<file path="src/hw/rtl/a2oct_pkg.sv">
// Shared types and constants for the ASCII-to-octal converter.
// No dependencies; used by the controller, the datapath and the top level.
`default_nettype none

package a2oct_pkg;

    localparam int VALUE_W  = 24;          // accumulator width, wraps modulo 2^24
    localparam int GROUPS   = VALUE_W / 3; // octal digits in the accumulator
    localparam int GROUP_W  = 3;
    localparam int M_W      = 4;           // holds 0..GROUPS

    // input_base register codes
    localparam logic [1:0] BASE_BIN = 2'd0;
    localparam logic [1:0] BASE_DEC = 2'd1;
    localparam logic [1:0] BASE_HEX = 2'd2;
    localparam logic [1:0] BASE_BAD = 2'd3;

    localparam logic [7:0] CH_0     = 8'h30;
    localparam logic [7:0] CH_1     = 8'h31;
    localparam logic [7:0] CH_9     = 8'h39;
    localparam logic [7:0] CH_UP_A  = 8'h41;
    localparam logic [7:0] CH_UP_F  = 8'h46;
    localparam logic [7:0] CH_LO_A  = 8'h61;
    localparam logic [7:0] CH_LO_F  = 8'h66;

    // result kind carried on tuser
    localparam logic KIND_DIGIT = 1'b0;
    localparam logic KIND_ERROR = 1'b1;

    typedef struct packed {
        logic load;     // a character request is taken this cycle
        logic calc;     // set up the first result from the accumulated number
        logic advance;  // current result taken, move to the next digit
    } a2oct_cmd_t;

    typedef struct packed {
        logic last;     // result on the output is the last of its run
    } a2oct_status_t;

    typedef struct packed {
        logic       ok;
        logic [3:0] value;
    } digit_t;

    function automatic digit_t decode_digit(input logic [7:0] ch, input logic [1:0] base);
        digit_t d;
        d.ok    = 1'b0;
        d.value = 4'd0;
        case (base)
            BASE_BIN: begin
                if (ch == CH_0 || ch == CH_1) begin
                    d.ok    = 1'b1;
                    d.value = 4'(ch - CH_0);
                end
            end
            BASE_DEC: begin
                if (ch >= CH_0 && ch <= CH_9) begin
                    d.ok    = 1'b1;
                    d.value = 4'(ch - CH_0);
                end
            end
            BASE_HEX: begin
                if (ch >= CH_0 && ch <= CH_9) begin
                    d.ok    = 1'b1;
                    d.value = 4'(ch - CH_0);
                end else if (ch >= CH_UP_A && ch <= CH_UP_F) begin
                    d.ok    = 1'b1;
                    d.value = 4'(ch - CH_UP_A) + 4'd10;
                end else if (ch >= CH_LO_A && ch <= CH_LO_F) begin
                    d.ok    = 1'b1;
                    d.value = 4'(ch - CH_LO_A) + 4'd10;
                end
            end
            default: begin
                d.ok = 1'b0;
            end
        endcase
        return d;
    endfunction

endpackage

`default_nettype wire

</file>
<file path="src/hw/rtl/ascii_number_to_octal_digits_top.sv">
// Top level of the ASCII-to-octal converter: controller plus datapath.
// Depends on a2oct_pkg, a2oct_ctrl and a2oct_dp.
`default_nettype none

// Takes the ASCII characters of one number (most significant first, tlast on
// the last one) in the base held by the input_base register (0 binary,
// 1 decimal, 2 hex in either case) and returns either one "number is wrong"
// result or a leading octal zero followed by the octal digits, most
// significant first; m_tlast marks the last result of the number. Only the
// first MAX_DIGITS characters are checked and used. Non-final characters are
// taken back to back. A final character is taken, the results are set up,
// then the 1 + m results (m up to 8) leave, held while m_tready is low; the
// block takes no new character while results of a number are pending.
// Write input_base only while idle.
module ascii_number_to_octal_digits_top #(
    parameter int MAX_DIGITS = 6
) (
    input  wire logic       aclk,
    input  wire logic       aresetn,
    input  wire logic       cfg_wr_en,
    input  wire logic [1:0] cfg_wr_data,   // input_base
    input  wire logic       s_tvalid,
    output logic            s_tready,
    input  wire logic [7:0] s_tdata,       // [7:0] character
    input  wire logic       s_tlast,       // final_char
    output logic            m_tvalid,
    input  wire logic       m_tready,
    output logic [7:0]      m_tdata,       // [2:0] octal_digit, [7:3] zero
    output logic            m_tuser,       // [0] kind
    output logic            m_tlast        // end_of_run
);

    a2oct_pkg::a2oct_cmd_t    cmd;
    a2oct_pkg::a2oct_status_t status;
    logic [2:0]               octal_digit;

    a2oct_ctrl u_ctrl (
        .aclk     (aclk),
        .aresetn  (aresetn),
        .s_tvalid (s_tvalid),
        .s_tlast  (s_tlast),
        .s_tready (s_tready),
        .m_tvalid (m_tvalid),
        .m_tready (m_tready),
        .status   (status),
        .cmd      (cmd)
    );

    a2oct_dp #(
        .MAX_DIGITS (MAX_DIGITS)
    ) u_dp (
        .aclk        (aclk),
        .aresetn     (aresetn),
        .cfg_wr_en   (cfg_wr_en),
        .cfg_wr_data (cfg_wr_data),
        .character   (s_tdata),
        .cmd         (cmd),
        .status      (status),
        .kind        (m_tuser),
        .octal_digit (octal_digit),
        .end_of_run  (m_tlast)
    );

    assign m_tdata = {5'b00000, octal_digit};

endmodule

`default_nettype wire

</file>
<file path="src/hw/rtl/a2oct_ctrl.sv">
// Controller for the ASCII-to-octal converter: sequences character intake,
// result setup and digit emission. Depends on a2oct_pkg.
`default_nettype none

module a2oct_ctrl (
    input  wire logic                    aclk,
    input  wire logic                    aresetn,
    input  wire logic                    s_tvalid,
    input  wire logic                    s_tlast,
    output logic                         s_tready,
    output logic                         m_tvalid,
    input  wire logic                    m_tready,
    input  wire a2oct_pkg::a2oct_status_t status,
    output a2oct_pkg::a2oct_cmd_t        cmd
);

    typedef enum logic [1:0] {
        ST_IDLE,
        ST_CALC,
        ST_OUT
    } state_t;

    state_t state_reg, state_next;
    logic   s_tready_reg, s_tready_next;
    logic   m_tvalid_reg, m_tvalid_next;

    assign s_tready = s_tready_reg;
    assign m_tvalid = m_tvalid_reg;

    always_comb begin
        cmd.load    = s_tvalid & s_tready_reg;
        cmd.calc    = (state_reg == ST_CALC);
        cmd.advance = m_tvalid_reg & m_tready & ~status.last;
    end

    always_comb begin
        state_next    = state_reg;
        s_tready_next = s_tready_reg;
        m_tvalid_next = m_tvalid_reg;
        case (state_reg)
            ST_IDLE: begin
                if (s_tvalid && s_tlast) begin
                    state_next    = ST_CALC;
                    s_tready_next = 1'b0;
                end
            end
            ST_CALC: begin
                state_next    = ST_OUT;
                m_tvalid_next = 1'b1;
            end
            ST_OUT: begin
                if (m_tready && status.last) begin
                    state_next    = ST_IDLE;
                    s_tready_next = 1'b1;
                    m_tvalid_next = 1'b0;
                end
            end
            default: begin
                state_next    = ST_IDLE;
                s_tready_next = 1'b1;
                m_tvalid_next = 1'b0;
            end
        endcase
    end

    always_ff @(posedge aclk) begin
        if (!aresetn) begin
            state_reg    <= ST_IDLE;
            s_tready_reg <= 1'b1;
            m_tvalid_reg <= 1'b0;
        end else begin
            state_reg    <= state_next;
            s_tready_reg <= s_tready_next;
            m_tvalid_reg <= m_tvalid_next;
        end
    end

endmodule

`default_nettype wire

</file>
<file path="src/hw/rtl/a2oct_dp.sv">
// Datapath for the ASCII-to-octal converter: base register, accumulator,
// digit counter and result registers. Depends on a2oct_pkg.
`default_nettype none

module a2oct_dp #(
    parameter int MAX_DIGITS = 6
) (
    input  wire logic                    aclk,
    input  wire logic                    aresetn,
    input  wire logic                    cfg_wr_en,
    input  wire logic [1:0]              cfg_wr_data,
    input  wire logic [7:0]              character,
    input  wire a2oct_pkg::a2oct_cmd_t   cmd,
    output a2oct_pkg::a2oct_status_t     status,
    output logic                         kind,
    output logic [2:0]                   octal_digit,
    output logic                         end_of_run
);

    localparam int CNT_W = $clog2(MAX_DIGITS + 1);

    logic [1:0]                      base_reg;
    logic [a2oct_pkg::VALUE_W-1:0]   acc_reg, acc_next;
    logic [CNT_W-1:0]                count_reg, count_next;
    logic                            bad_reg, bad_next;
    logic [a2oct_pkg::VALUE_W-1:0]   val_reg;
    logic [a2oct_pkg::M_W-1:0]       idx_reg, idx_next;
    logic                            kind_reg, kind_next;
    logic [2:0]                      digit_reg, digit_next;
    logic                            end_reg, end_next;

    a2oct_pkg::digit_t               dig;
    logic [a2oct_pkg::VALUE_W-1:0]   scaled;
    logic [a2oct_pkg::M_W-1:0]       m_dec;
    logic [a2oct_pkg::M_W-1:0]       m_bin;
    logic [a2oct_pkg::M_W-1:0]       m_sel;
    logic                            err;
    logic [a2oct_pkg::M_W-1:0]       count_ext;
    logic [2:0]                      next_pos;
    logic [2:0]                      next_group;

    assign status.last = end_reg;
    assign kind        = kind_reg;
    assign octal_digit = digit_reg;
    assign end_of_run  = end_reg;

    assign dig = a2oct_pkg::decode_digit(character, base_reg);

    always_comb begin
        case (base_reg)
            a2oct_pkg::BASE_BIN: scaled = {acc_reg[a2oct_pkg::VALUE_W-2:0], 1'b0};
            a2oct_pkg::BASE_DEC: scaled = {acc_reg[a2oct_pkg::VALUE_W-4:0], 3'b000}
                                        + {acc_reg[a2oct_pkg::VALUE_W-2:0], 1'b0};
            default:             scaled = {acc_reg[a2oct_pkg::VALUE_W-5:0], 4'b0000};
        endcase
    end

    // Fold a character in; characters past MAX_DIGITS are ignored entirely.
    always_comb begin
        acc_next   = acc_reg;
        count_next = count_reg;
        bad_next   = bad_reg;
        if (cmd.calc) begin
            acc_next   = '0;
            count_next = '0;
            bad_next   = 1'b0;
        end else if (cmd.load && count_reg < CNT_W'(MAX_DIGITS)) begin
            count_next = count_reg + 1'b1;
            if (dig.ok) begin
                acc_next = scaled + a2oct_pkg::VALUE_W'(dig.value);
            end else begin
                bad_next = 1'b1;
            end
        end
    end

    // Octal digit counts: minimal for decimal/hex, ceil(n/3) for binary.
    always_comb begin
        m_dec = '0;
        for (int k = 0; k < a2oct_pkg::GROUPS; k++) begin
            if (acc_reg[k*a2oct_pkg::GROUP_W +: a2oct_pkg::GROUP_W] != 3'd0) begin
                m_dec = a2oct_pkg::M_W'(k + 1);
            end
        end
    end

    assign count_ext = a2oct_pkg::M_W'(count_reg);

    always_comb begin
        case (count_ext)
            4'd0:                m_bin = 4'd0;
            4'd1, 4'd2, 4'd3:    m_bin = 4'd1;
            4'd4, 4'd5, 4'd6:    m_bin = 4'd2;
            default:             m_bin = 4'd3;
        endcase
    end

    assign m_sel = (base_reg == a2oct_pkg::BASE_BIN) ? m_bin : m_dec;
    assign err   = bad_reg || (base_reg == a2oct_pkg::BASE_BAD);

    assign next_pos = 3'(idx_reg - 1'b1);

    always_comb begin
        next_group = 3'd0;
        for (int k = 0; k < a2oct_pkg::GROUPS; k++) begin
            if (next_pos == 3'(k)) begin
                next_group = val_reg[k*a2oct_pkg::GROUP_W +: a2oct_pkg::GROUP_W];
            end
        end
    end

    always_comb begin
        idx_next   = idx_reg;
        kind_next  = kind_reg;
        digit_next = digit_reg;
        end_next   = end_reg;
        if (cmd.calc) begin
            // first result: error marker or the leading octal zero
            kind_next  = err ? a2oct_pkg::KIND_ERROR : a2oct_pkg::KIND_DIGIT;
            digit_next = 3'd0;
            end_next   = err || (m_sel == '0);
            idx_next   = m_sel;
        end else if (cmd.advance) begin
            kind_next  = a2oct_pkg::KIND_DIGIT;
            digit_next = next_group;
            end_next   = (idx_reg == a2oct_pkg::M_W'(1));
            idx_next   = idx_reg - 1'b1;
        end
    end

    always_ff @(posedge aclk) begin
        if (!aresetn) begin
            base_reg  <= a2oct_pkg::BASE_DEC;
            acc_reg   <= '0;
            count_reg <= '0;
            bad_reg   <= 1'b0;
        end else begin
            if (cfg_wr_en) begin
                base_reg <= cfg_wr_data;
            end
            acc_reg   <= acc_next;
            count_reg <= count_next;
            bad_reg   <= bad_next;
        end
    end

    always_ff @(posedge aclk) begin
        if (cmd.calc) begin
            val_reg <= acc_reg;
        end
        idx_reg   <= idx_next;
        kind_reg  <= kind_next;
        digit_reg <= digit_next;
        end_reg   <= end_next;
    end

endmodule

`default_nettype wire

</file>
<file path="config.mk">
export PLATFORM = sky130hd
export DESIGN_NAME = ascii_number_to_octal_digits_top
export DESIGN_NICKNAME = d
export VERILOG_FILES = /design/src/hw/rtl/a2oct_pkg.sv /design/src/hw/rtl/ascii_number_to_octal_digits_top.sv /design/src/hw/rtl/a2oct_ctrl.sv /design/src/hw/rtl/a2oct_dp.sv
export SDC_FILE = /design/constraint.sdc
export NUM_CORES = 1
export LEC_CHECK = 0
export ABC_AREA = 1
export CAP_MARGIN = 20
export CORE_MARGIN = 2
export CORE_UTILIZATION = 41
export CTS_CLUSTER_SIZE = 16
export DETAILED_ROUTE_END_ITERATION = 10
export DONT_BUFFER_PORTS = 1
export GPL_TIMING_DRIVEN = 0
export PLACE_DENSITY = 0.58
export SYNTH_ARGS = -nofsm -noshare
export SYNTH_HDL_FRONTEND = slang
export SYNTH_SLANG_ARGS = --single-unit
</file>
<file path="constraint.sdc">
create_clock -name aclk -period 4.27 [get_ports aclk]
set_input_delay 0 -clock aclk [delete_from_list [all_inputs] [get_ports aclk]]
set_output_delay 0 -clock aclk [all_outputs]
set_load 0.05 [all_outputs]
</file>
==> impl_metrics.yaml, run 1 <==
logic_synthesis:
  synth.distinct_cells: 49
  synth_compound_area_share_pct: 13.41
  ys.flop_type: "dfxtp_1"
  synthAdderAreaFrac_pct: 8.707
  syn_area_per_cell_um2: 6.617
  syn_inst: 873
  yosys.area_share.simple_pct: 35.15
  synthMuxAreaShare_pct: 0
  synth_xor_area_share_pct: 1.971
  synth_top_family_by_area: "simple AND/OR/NAND/NOR gates"
  ys_seq_elements: 67
  ys_warn_count: 0
  synth-seq-area-share_pct: 28.42
  synth_edf_count: 30
  async_flop_share_pct: 0
  syn_area_mm2: 0.005777
global_routing:
  grt_pass1_wl_um: 25850
  track_usage_pct: 22.53
  antenna_found_initial: 0
  grt_pass1_vias: 5112
  grt_max_degree: 21
  overflow: 0
die:
  die_h_um: 122.7
  initial_core_util_pct: 41.78
  die-area_mm2: 0.01506
  ioPinCount: 28
  die_x_um: 122.7
  core_mm2: 0.01383
  fp-row-count: 43
setup_path:
  cp_common_cell: "nor2_1"
  worstPathArrival_ns: 3.94
  startpoint_type: "primary input"
  worstSetupPathType: "primary input to flip-flop"
  r2r_start: "u_dp.base_reg[0]$_SDFFE_PN1P_"
  cp-end-kind: "flip-flop"
  cp.required_ns: 4.51
  critPathSlowestCell: "dlygate4sd3_1"
  rrSetupSlack_ns: 0.67
  cp-startpoint: "s_tdata[0]"
  critPathMaxStageDelay_ns: 0.56
  cp_max_fo: 5
place:
  dpl.cell_count: 1058
  hpwl_um: 12540
  gp_congestion: 0.9336
  placed_area_mm2: 0.006035
  portBuffers: 0
detailed_routing:
  vias: 5501
  antenna_left: 0
  vias_per_cell: 5.070
  wl_per_cell_um: 14.88
  wl_um: 16150
  drcViolationCount: 0
  drt_iter0_markers: 370
  dr.pass1.iters: 5
hold_path:
  min_path_type: "primary input to flip-flop"
  worstHoldStart: "m_tready"
final_layout:
  antenna_cells: 0
  fin_cells: 1085
  nNetsFinal: 955
  final_area_mm2: 0.006485
  layout-drive-gt1-share_pct: 8.950
  area_growth_pct: 12.26
timing:
  period_minus_slack_ns: 3.706
  rsz0062_at_grt: "no"
  max_clock_freq_ghz: 0.2699
  finClkSkew_ns: 0.004572
  hold_ws_ns: 0.02760
  tightest_slew_ns: 0.5859
  slew_headroom_pct: 60.80
  period_share_pct: 86.78
  slew_viol_final: 0
  finalSetupTns_ns: 0
  setup_viol: 0
  finalHoldViolCount: 0
pwr:
  pwr_density_cell_mw_per_mm2: 284.8
  peakVddDrop_mv: 0.2286
  p_leak_nw: 3.086
cts:
  cts-buffers-inserted: 9
  clk_latency_ns: 0.34
  clockBufferDepth: 2
  tritoncts: "yes"
  clock-sinks: 67
  postCtsHoldBufs: 11
  path_clk_slew_ns: 0.06
  postCtsSetupBuffers: 0
  cts_root_buf: "clkbuf_16"
  cts_resized: 0
  htreeDepth: 3
status:
  status: "completed"
run:
  maxCapViolCount: 0
worst max-delay path, delay by kind of cell:
family | cells | cell delay [ns]
adders and majority gates | 3 | 0.71
AOI/OAI and AO/OA | 3 | 0.46
buffers and inverters | 6 | 0.89
and+or+nand+nor | 17 | 1.88
metal layers:
layer  GRT usage (%)  share of wire [%]  up-vias
met1           30.01                 47     2463
met4           8.261                2.8        0
li1                -                  -     2888
met3           3.578                4.1       36
met5               0                  0        -
met2           36.71                 46      114
final timing paths:
| path | cells after the start | end |
|---|---|---|
| setup / recovery | 29 | u_dp.acc_reg[19]$_SDFFE_PP0P_ |
| hold / removal | 5 | u_dp.octal_digit[1]$_SDFFE_PP0P_ |
| setup reg to reg | 26 | u_dp.acc_reg[19]$_SDFFE_PP0P_ |
| hold reg to reg | 1 | u_ctrl.state_reg[0]$_SDFFE_PN0P_ |
area by class of cell:
| type | instances | area [um2] |
|---|---|---|
| fill | 1468 | 7342 |
| multi-input combinational | 633 | 3443 |
| sequential | 67 | 1642 |
| inverter | 159 | 598.1 |
| clock buffer | 9 | 225.2 |
| tap | 180 | 225.2 |
| timing repair buffer | 12 | 125.1 |
| clock inverter | 7 | 115.1 |
| buffer | 18 | 111.4 |
Yosys cell counts (5+ instances only):
cell type  number  share of area (%)
buf_2           5               0.43
nor3_1         17                1.5
dfxtp_1        37                 13
nand2_2         8               0.87
edfxtp_1       30                 16
ha_1           37                8.0
inv_1         152                9.9
nand3_1        71                6.2
nor2_2         14                1.5
o21ai_1         5               0.43
a22oi_1        12                1.6
xor2_1          7                1.1
buf_4           6               0.78
nor2_1         81                5.3
o21ai_0        34                2.9
a21oi_1        48                4.2
nand2_1       219                 14
inv_2           6               0.39
nand4_1        15                1.6
xnor2_1         6               0.91
cell families (layout without fill, tap and decap cells):
logic type | after synthesis | in the layout
AOI/OAI and AO/OA | 128 | 128
xor gates and xnor gates | 13 | 13
adders and majority gates | 39 | 39
buffers and inverters | 177 | 205
DFF | 67 | 67
other | 1 | 5
and+or+nand+nor | 448 | 448
metrics by stage:
| stage | total power, W | util [%] | worst slack, ns |
|---|---|---|---|
| after global routing | 0.001915 | 46.90 | 0.1172 |
| after detailed placement | 0.001000 | 43.64 | 0.6696 |
| after floorplan | 0.0009353 | - | 1.187 |
| after CTS | 0.001857 | 46.90 | 0.5901 |
| after global placement | 0.0009992 | 43.52 | 0.4549 |
| final | 0.001847 | 46.90 | 0.5645 |
placed cells by master (no fill, tap or decap), drive strengths merged, types with 3 or more instances in the layout:
| cell type | instances |
|---|---|
| nand2 | 231 |
| inv | 159 |
| nor2 | 101 |
| nand3 | 75 |
| a21oi | 51 |
| o21ai | 39 |
| ha | 37 |
| dfxtp | 37 |
| edfxtp | 30 |
| nor3 | 18 |
| nand4 | 15 |
| buf | 15 |
| clkbuf | 13 |
| a22oi | 12 |
| dlygate4sd3 | 11 |
| xor2 | 7 |
| xnor2 | 6 |
| conb | 5 |
| o22ai | 4 |
| a31oi | 4 |
| o211ai | 4 |
| o21bai | 4 |
| clkinv | 4 |
| or2 | 3 |
| o221ai | 3 |
| bufinv | 3 |
report_power, final:
group	total, W	leakage, nW	internal, W	switching [W]
sequential	0.000724	0.594	0.000690	0.0000345
clock	0.000850	0.165	0.000569	0.000281
combinational	0.000273	2.33	0.0000905	0.000182
Power figures use the tool's default switching activity.
==> inputs of run 2 (changes only) <==
Settings changed: ABC_AREA 1 to default.
==> run 2 against run 1 <==
  * Clock power down 6.8%
  * Utilization up 0.27 points
  * Area after synthesis down 13%
  * Cell count down 29%
  * Worst setup slack worse by 0.32 ns
  * Global-route usage down 1.9 points
  * Worst hold slack better by 0.030 ns
  * Count of clock-buffer cells in the layout up 2
  * Highest routed layer unchanged
==> impl_metrics.yaml, run 2 <==
logic_synthesis:
  synth_most_common_cell: "nand2_1"
  ys.flop_type: "dfxtp_1"
  ys_warn_count: 0
  yosys-top-cells-count: "nand2_1, nor2_1, a21oi_1"
  syn_area_per_cell_um2: 8.452
  ys_seq_elements: 67
  synth.distinct_cells: 77
  syn_inst: 596
  synth_top_area_cell: "edfxtp_1"
  syn_area_mm2: 0.005037
  synth_top_cell_area_share_pct: 17.88
  async_flop_share_pct: 0
  synth_area_leaders: "edfxtp_1, dfxtp_1, ha_1, nand2_1, a21oi_1"
  synth_edf_count: 30
  synth-seq-area-share_pct: 32.59
place:
  portBuffers: 0
  hpwl_um: 10080
  gp_congestion: 0.8472
  dpl.cell_count: 747
  placed_area_mm2: 0.005236
setup_path:
  cpLargestDelayFamily: "simple AND/OR/NAND/NOR gates"
  cp.required_ns: 4.52
  worstSetupPathType: "flip-flop to flip-flop"
  cp-end-kind: "flip-flop"
  cp_max_fo: 7
  cp_common_cell: "or3_4"
  critPathMaxStageDelay_ns: 0.49
  crit_chain: "inv_2 -> maj3_1 -> or3_4 -> nand2_1 -> a32o_1 -> ha_1 -> inv_1 -> fa_2 -> nor2b_1 -> o21bai_2 -> nor2_2 -> or4b_4 -> or3_4 -> nor4b_4 -> xnor2_1 -> a211oi_2"
  cp_num_buf_inv: 2
  worstPathArrival_ns: 4.27
  startpoint_type: "flip-flop"
  critPathSlowestCell: "or4b_4"
cts:
  clock-sinks: 67
  clk_latency_ns: 0.33
  htreeDepth: 3
  path_clk_slew_ns: 0.06
  tritoncts: "yes"
  cts-buffers-inserted: 9
  clockBufferDepth: 2
  cts_root_buf: "clkbuf_16"
status:
  status: "completed"
global_routing:
  grt_pass1_vias: 4314
  grt_max_degree: 34
  grt_pass1_wl_um: 21690
  overflow: 0
  antenna_found_initial: 0
  track_usage_pct: 20.61
timing:
  slew_headroom_pct: 54.13
  setup_viol: 0
  period_minus_slack_ns: 4.028
  max_clock_freq_ghz: 0.2483
  period_share_pct: 94.33
  hold_ws_ns: 0.05795
  finalHoldViolCount: 0
  rsz0062_at_grt: "no"
  slew_viol_final: 0
  tightest_slew_ns: 0.6834
  finClkSkew_ns: 0.01034
final_layout:
  final_area_mm2: 0.005665
  area_growth_pct: 12.47
  fin_util_pct: 47.17
  layout_commonest_cell: "nand2_1"
  layout-drive-gt1-share_pct: 8.494
  antenna_cells: 0
  fin_cells: 771
  final_cell_mix: "nand2_1, nor2_1, a21oi_1"
  nNetsFinal: 674
die:
  core_mm2: 0.01201
  ioPinCount: 28
  initial_core_util_pct: 41.94
  fp-row-count: 40
  die-area_mm2: 0.01319
  die_h_um: 114.8
  die_x_um: 114.8
pwr:
  pwr_density_cell_mw_per_mm2: 296.5
  power_w: 0.001680
  peakVddDrop_mv: 0.1953
  p_leak_nw: 2.107
detailed_routing:
  drt_iter0_markers: 218
  wl_per_cell_um: 17.04
  vias: 4443
  drcViolationCount: 0
  dr.pass1.iters: 5
  vias_per_cell: 5.763
  wl_um: 13140
  antenna_left: 0
run:
  maxCapViolCount: 0
hold_path:
  min_path_type: "primary input to flip-flop"
==> run 2: cell type report <==
type,count,area (um2)
flip-flops and latches,67,1648
fillers,1180,6346
well taps,147,183.9
inverters,20,75.07
clock inverters,5,77.57
repair buffers,9,87.58
multi-input cells,490,3244
plain buffers,22,106.4
clock buffers,11,242.7
==> run 2: final timing paths <==
check | cells after the start | end | from | slack [ns]
max | 16 | u_dp.acc_reg[23]$_SDFFE_PP0P_ | u_dp.base_reg[0]$_SDFFE_PN1P_ | 0.24
min | 4 | u_dp.bad_reg$_SDFFE_PP0P_ | s_tdata[4] | 0.06
max reg2reg | 16 | u_dp.acc_reg[23]$_SDFFE_PP0P_ | u_dp.base_reg[0]$_SDFFE_PN1P_ | 0.24
min reg2reg | 1 | u_ctrl.state_reg[0]$_SDFFE_PN0P_ | u_ctrl.state_reg[1]$_SDFFE_PN0P_ | 0.46
==> run 2: per-stage QoR <==
stage	setup slack (ns)	setup TNS, ns
after detailed placement	-0.08669	-0.08669
final	0.2423	0
after global placement	-0.05418	-0.05418
after floorplan	0.4203	0
after CTS	0.04032	0
after global routing	0.005637	0
==> run 2: metal layers <==
layer	share of wire, %	routed length (um)	up-vias	track usage (%)
met5	0	0	-	0
met4	2.2	284	0	7.309
met3	3.5	456	23	2.478
met2	46	5979	101	33.41
met1	49	6415	2069	28.45
li1	-	-	2250	-
==> run 2: cell families after synthesis <==
group,share of synthesized area [%]
and+or+nand+nor,21.41
AOI/OAI and AO/OA,23.22
DFF,32.59
buffers and inverters,3.651
adders and majority gates,10.18
xor gates and xnor gates,5.738
muxes,3.130
other,0.07444
==> run 2: where the power goes <==
part / total (W) / leakage (nW) / internal (W) / switching, W
clock network: 0.000792 / 0.156 / 0.000525 / 0.000267
logic: 0.000171 / 1.35 / 0.0000613 / 0.000110
registers: 0.000716 / 0.602 / 0.000687 / 0.0000297
==> run 2: timing repair <==
item,4_1_cts,5_1_grt
endpoints found under the setup margin,1,5
buffers inserted,0,1
hold buffers,8,0
gates resized for setup,2,10
hold endpoints to repair,8,0
pin swaps,0,3
==> run 2: worst min-delay path: stages <==
cell	delay, ns
nand3_1	0.06
or3_4	0.14
a31oi_1	0.07
nor2_1	0.08
==> inputs of run 3 (changes only) <==
Settings changed: PLACE_DENSITY 0.58 to default, TNS_END_PERCENT from default to 5.
==> run 3 against run 2 <==
  * Cell count stayed put
  * Critical endpoint unchanged
  * Non-clock buffer count unchanged
  * Largest power group unchanged
  * Worst hold slack lost 0.026 ns
  * Utilization shrank 0.22 points
  * Total power down 3.1%
  * Clock power down 6.6%
  * Sequential cell count did not move
  * Worst setup slack got worse by 0.068 ns
  * Highest routed layer unchanged
  * Count of clock-buffer cells in the layout unchanged
  * Die area unchanged
  * Largest cell class unchanged
==> impl_metrics.yaml, run 3 (synthesized netlist as in run 2, its figures left out) <==
status:
  status: "completed"
timing:
  slew_viol_final: 0
  max_clock_freq_ghz: 0.2442
  setup_viol: 0
  slew_headroom_pct: 55.74
  period_share_pct: 95.92
  finClkSkew_ns: 0.005640
  hold_ws_ns: 0.03220
  rsz0062_at_grt: "no"
  finalSetupTns_ns: 0
  fin_ws_ns: 0.1744
  period_minus_slack_ns: 4.096
  tightest_slew_ns: 0.6594
  finalHoldViolCount: 0
pwr:
  clockPowerShare_pct: 45.5
  power.switching_w: 0.0004100
  pwr_density_cell_mw_per_mm2: 288.6
  p_seq_share_pct: 44.0
  p_int_w: 0.001218
  peakVddDrop_mv: 0.2051
  combPwrFrac_pct: 10.5
  switching_share_pct: 25.19
  p_leak_nw: 2.095
setup_path:
  cp_max_fo: 7
  cp_common_cell: "or3_4"
  startpoint_type: "flip-flop"
  critPathSlowestCell: "or4b_4"
  worstSetupPathType: "flip-flop to flip-flop"
  critPathMaxStageDelay_ns: 0.51
  cp_num_buf_inv: 2
  cp.required_ns: 4.51
  cp-end-kind: "flip-flop"
  cpLargestDelayFamily: "simple AND/OR/NAND/NOR gates"
  crit_chain: "inv_2 -> maj3_1 -> or3_4 -> nand2_2 -> a32o_1 -> ha_1 -> inv_1 -> fa_1 -> nor2b_1 -> o21bai_1 -> nor2_1 -> or4b_4 -> or3_4 -> nor4b_4 -> xnor2_1 -> a211oi_2"
  worstPathArrival_ns: 4.34
detailed_routing:
  top_layer: "met4"
  dr_wl_met3_um: 564
  antenna_left: 0
  wl_per_cell_um: 16.89
  drcViolationCount: 0
  dr.pass1.iters: 5
  vias: 4424
  wl_um: 13020
  wl_met2_um: 6080
  vias_per_cell: 5.738
  met1_length_um: 6247
  drt_iter0_markers: 258
die:
  die_x_um: 114.8
  ioPinCount: 28
  die_h_um: 114.8
  initial_core_util_pct: 41.94
  fp-row-count: 40
  die-area_mm2: 0.01319
  core_mm2: 0.01201
final_layout:
  seq_area_mm2: 0.001645
  multi_input_area_mm2: 0.003234
  antenna_cells: 0
  layout_commonest_cell: "nand2_1"
  nNetsFinal: 674
  final_cell_mix: "nand2_1, nor2_1, a21oi_1"
  fin_util_pct: 46.95
  layout-drive-gt1-share_pct: 7.692
  area_growth_pct: 11.95
  fillerInstances: 1200
place:
  gp_congestion: 0.8843
  dp_slack_ns: -0.09650
  portBuffers: 0
  hpwl_um: 10010
cts:
  clock-sinks: 67
  clockBufferDepth: 2
  cts_root_buf: "clkbuf_16"
  tritoncts: "yes"
  path_clk_slew_ns: 0.06
  clk_latency_ns: 0.33
  htreeDepth: 3
  cts-buffers-inserted: 9
global_routing:
  grt_pass1_vias: 4221
  antenna_found_initial: 0
  grt_pass1_wl_um: 21500
  overflow: 0
  grt_max_degree: 34
  track_usage_pct: 20.34
run:
  maxCapViolCount: 0
hold_path:
  min_path_type: "primary input to flip-flop"
run 3: changes by cell type in the layout (fill, tap and decap cells not counted), moves of 2 or more:
cell / previous run / this run
clkinv_2: 2 / 0
clkinvlp_4: 1 / 3
dfxtp_1: 34 / 36
dfxtp_2: 2 / 0
run 3: worst paths after layout:
| check | start | endpoint | slack [ns] | cells after the start |
|---|---|---|---|---|
| max | u_dp.base_reg[0]$_SDFFE_PN1P_ | u_dp.acc_reg[23]$_SDFFE_PP0P_ | 0.17 | 16 |
| min | s_tdata[0] | u_dp.acc_reg[0]$_SDFFE_PP0P_ | 0.03 | 3 |
| max reg2reg | u_dp.base_reg[0]$_SDFFE_PN1P_ | u_dp.acc_reg[23]$_SDFFE_PP0P_ | 0.17 | 16 |
| min reg2reg | u_ctrl.state_reg[1]$_SDFFE_PN0P_ | u_ctrl.state_reg[0]$_SDFFE_PN0P_ | 0.46 | 1 |
run 3: stage by stage:
stage | power (W) | instance area [um2] | std cells
final | 0.001628 | 5639 | 771
after global routing | 0.001692 | 5639 | 771
after CTS | 0.001637 | 5618 | 770
after detailed placement | 0.0008917 | 5236 | 747
after global placement | 0.0008870 | 5236 | 747
after floorplan | 0.0008502 | 5052 | 600
run 3: area by class of cell:
cell class	count	area share (%)
Clock inverter	5	1.087
Tap cell	147	3.262
Multi-Input combinational cell	490	57.36
Buffer	22	1.930
Timing Repair Buffer	9	1.553
Sequential cell	67	29.18
Inverter	20	1.331
Clock buffer	11	4.304
run 3: worst register-to-register path: cells and delay by family, from the launching register on:
kind,cells,cell delay [ns]
and+or+nand+nor,7,1.98
adders and majority gates,3,0.91
AOI/OAI and AO/OA,3,0.51
DFF,1,0.37
buffers and inverters,2,0.13
xor gates and xnor gates,1,0.12
run 3: power by group through the flow:
stage | clock network, W | logic (W) | registers (W)
2_1_floorplan | 0 | 0.000126 | 0.000724
3_5_place_dp | 0 | 0.000162 | 0.000729
4_1_cts | 0.000751 | 0.000170 | 0.000716
3_3_place_gp | 0 | 0.000158 | 0.000729
5_1_grt | 0.000782 | 0.000191 | 0.000718
6_report | 0.000740 | 0.000172 | 0.000716
run 3: repair_timing:
action / CTS / global route
hold endpoints to repair: 8 / 0
gates cloned: 0 / 0
endpoints found under the setup margin: 1 / 2
pin swaps: 0 / 2
hold buffers: 8 / 0
buffers inserted: 0 / 1
gates resized for setup: 2 / 6
run 3: routing by layer:
metal	GRT usage, %	up-vias
met5	0	-
met4	4.257	0
met3	3.795	12
met2	33.69	105
met1	27.85	2062
li1	-	2245
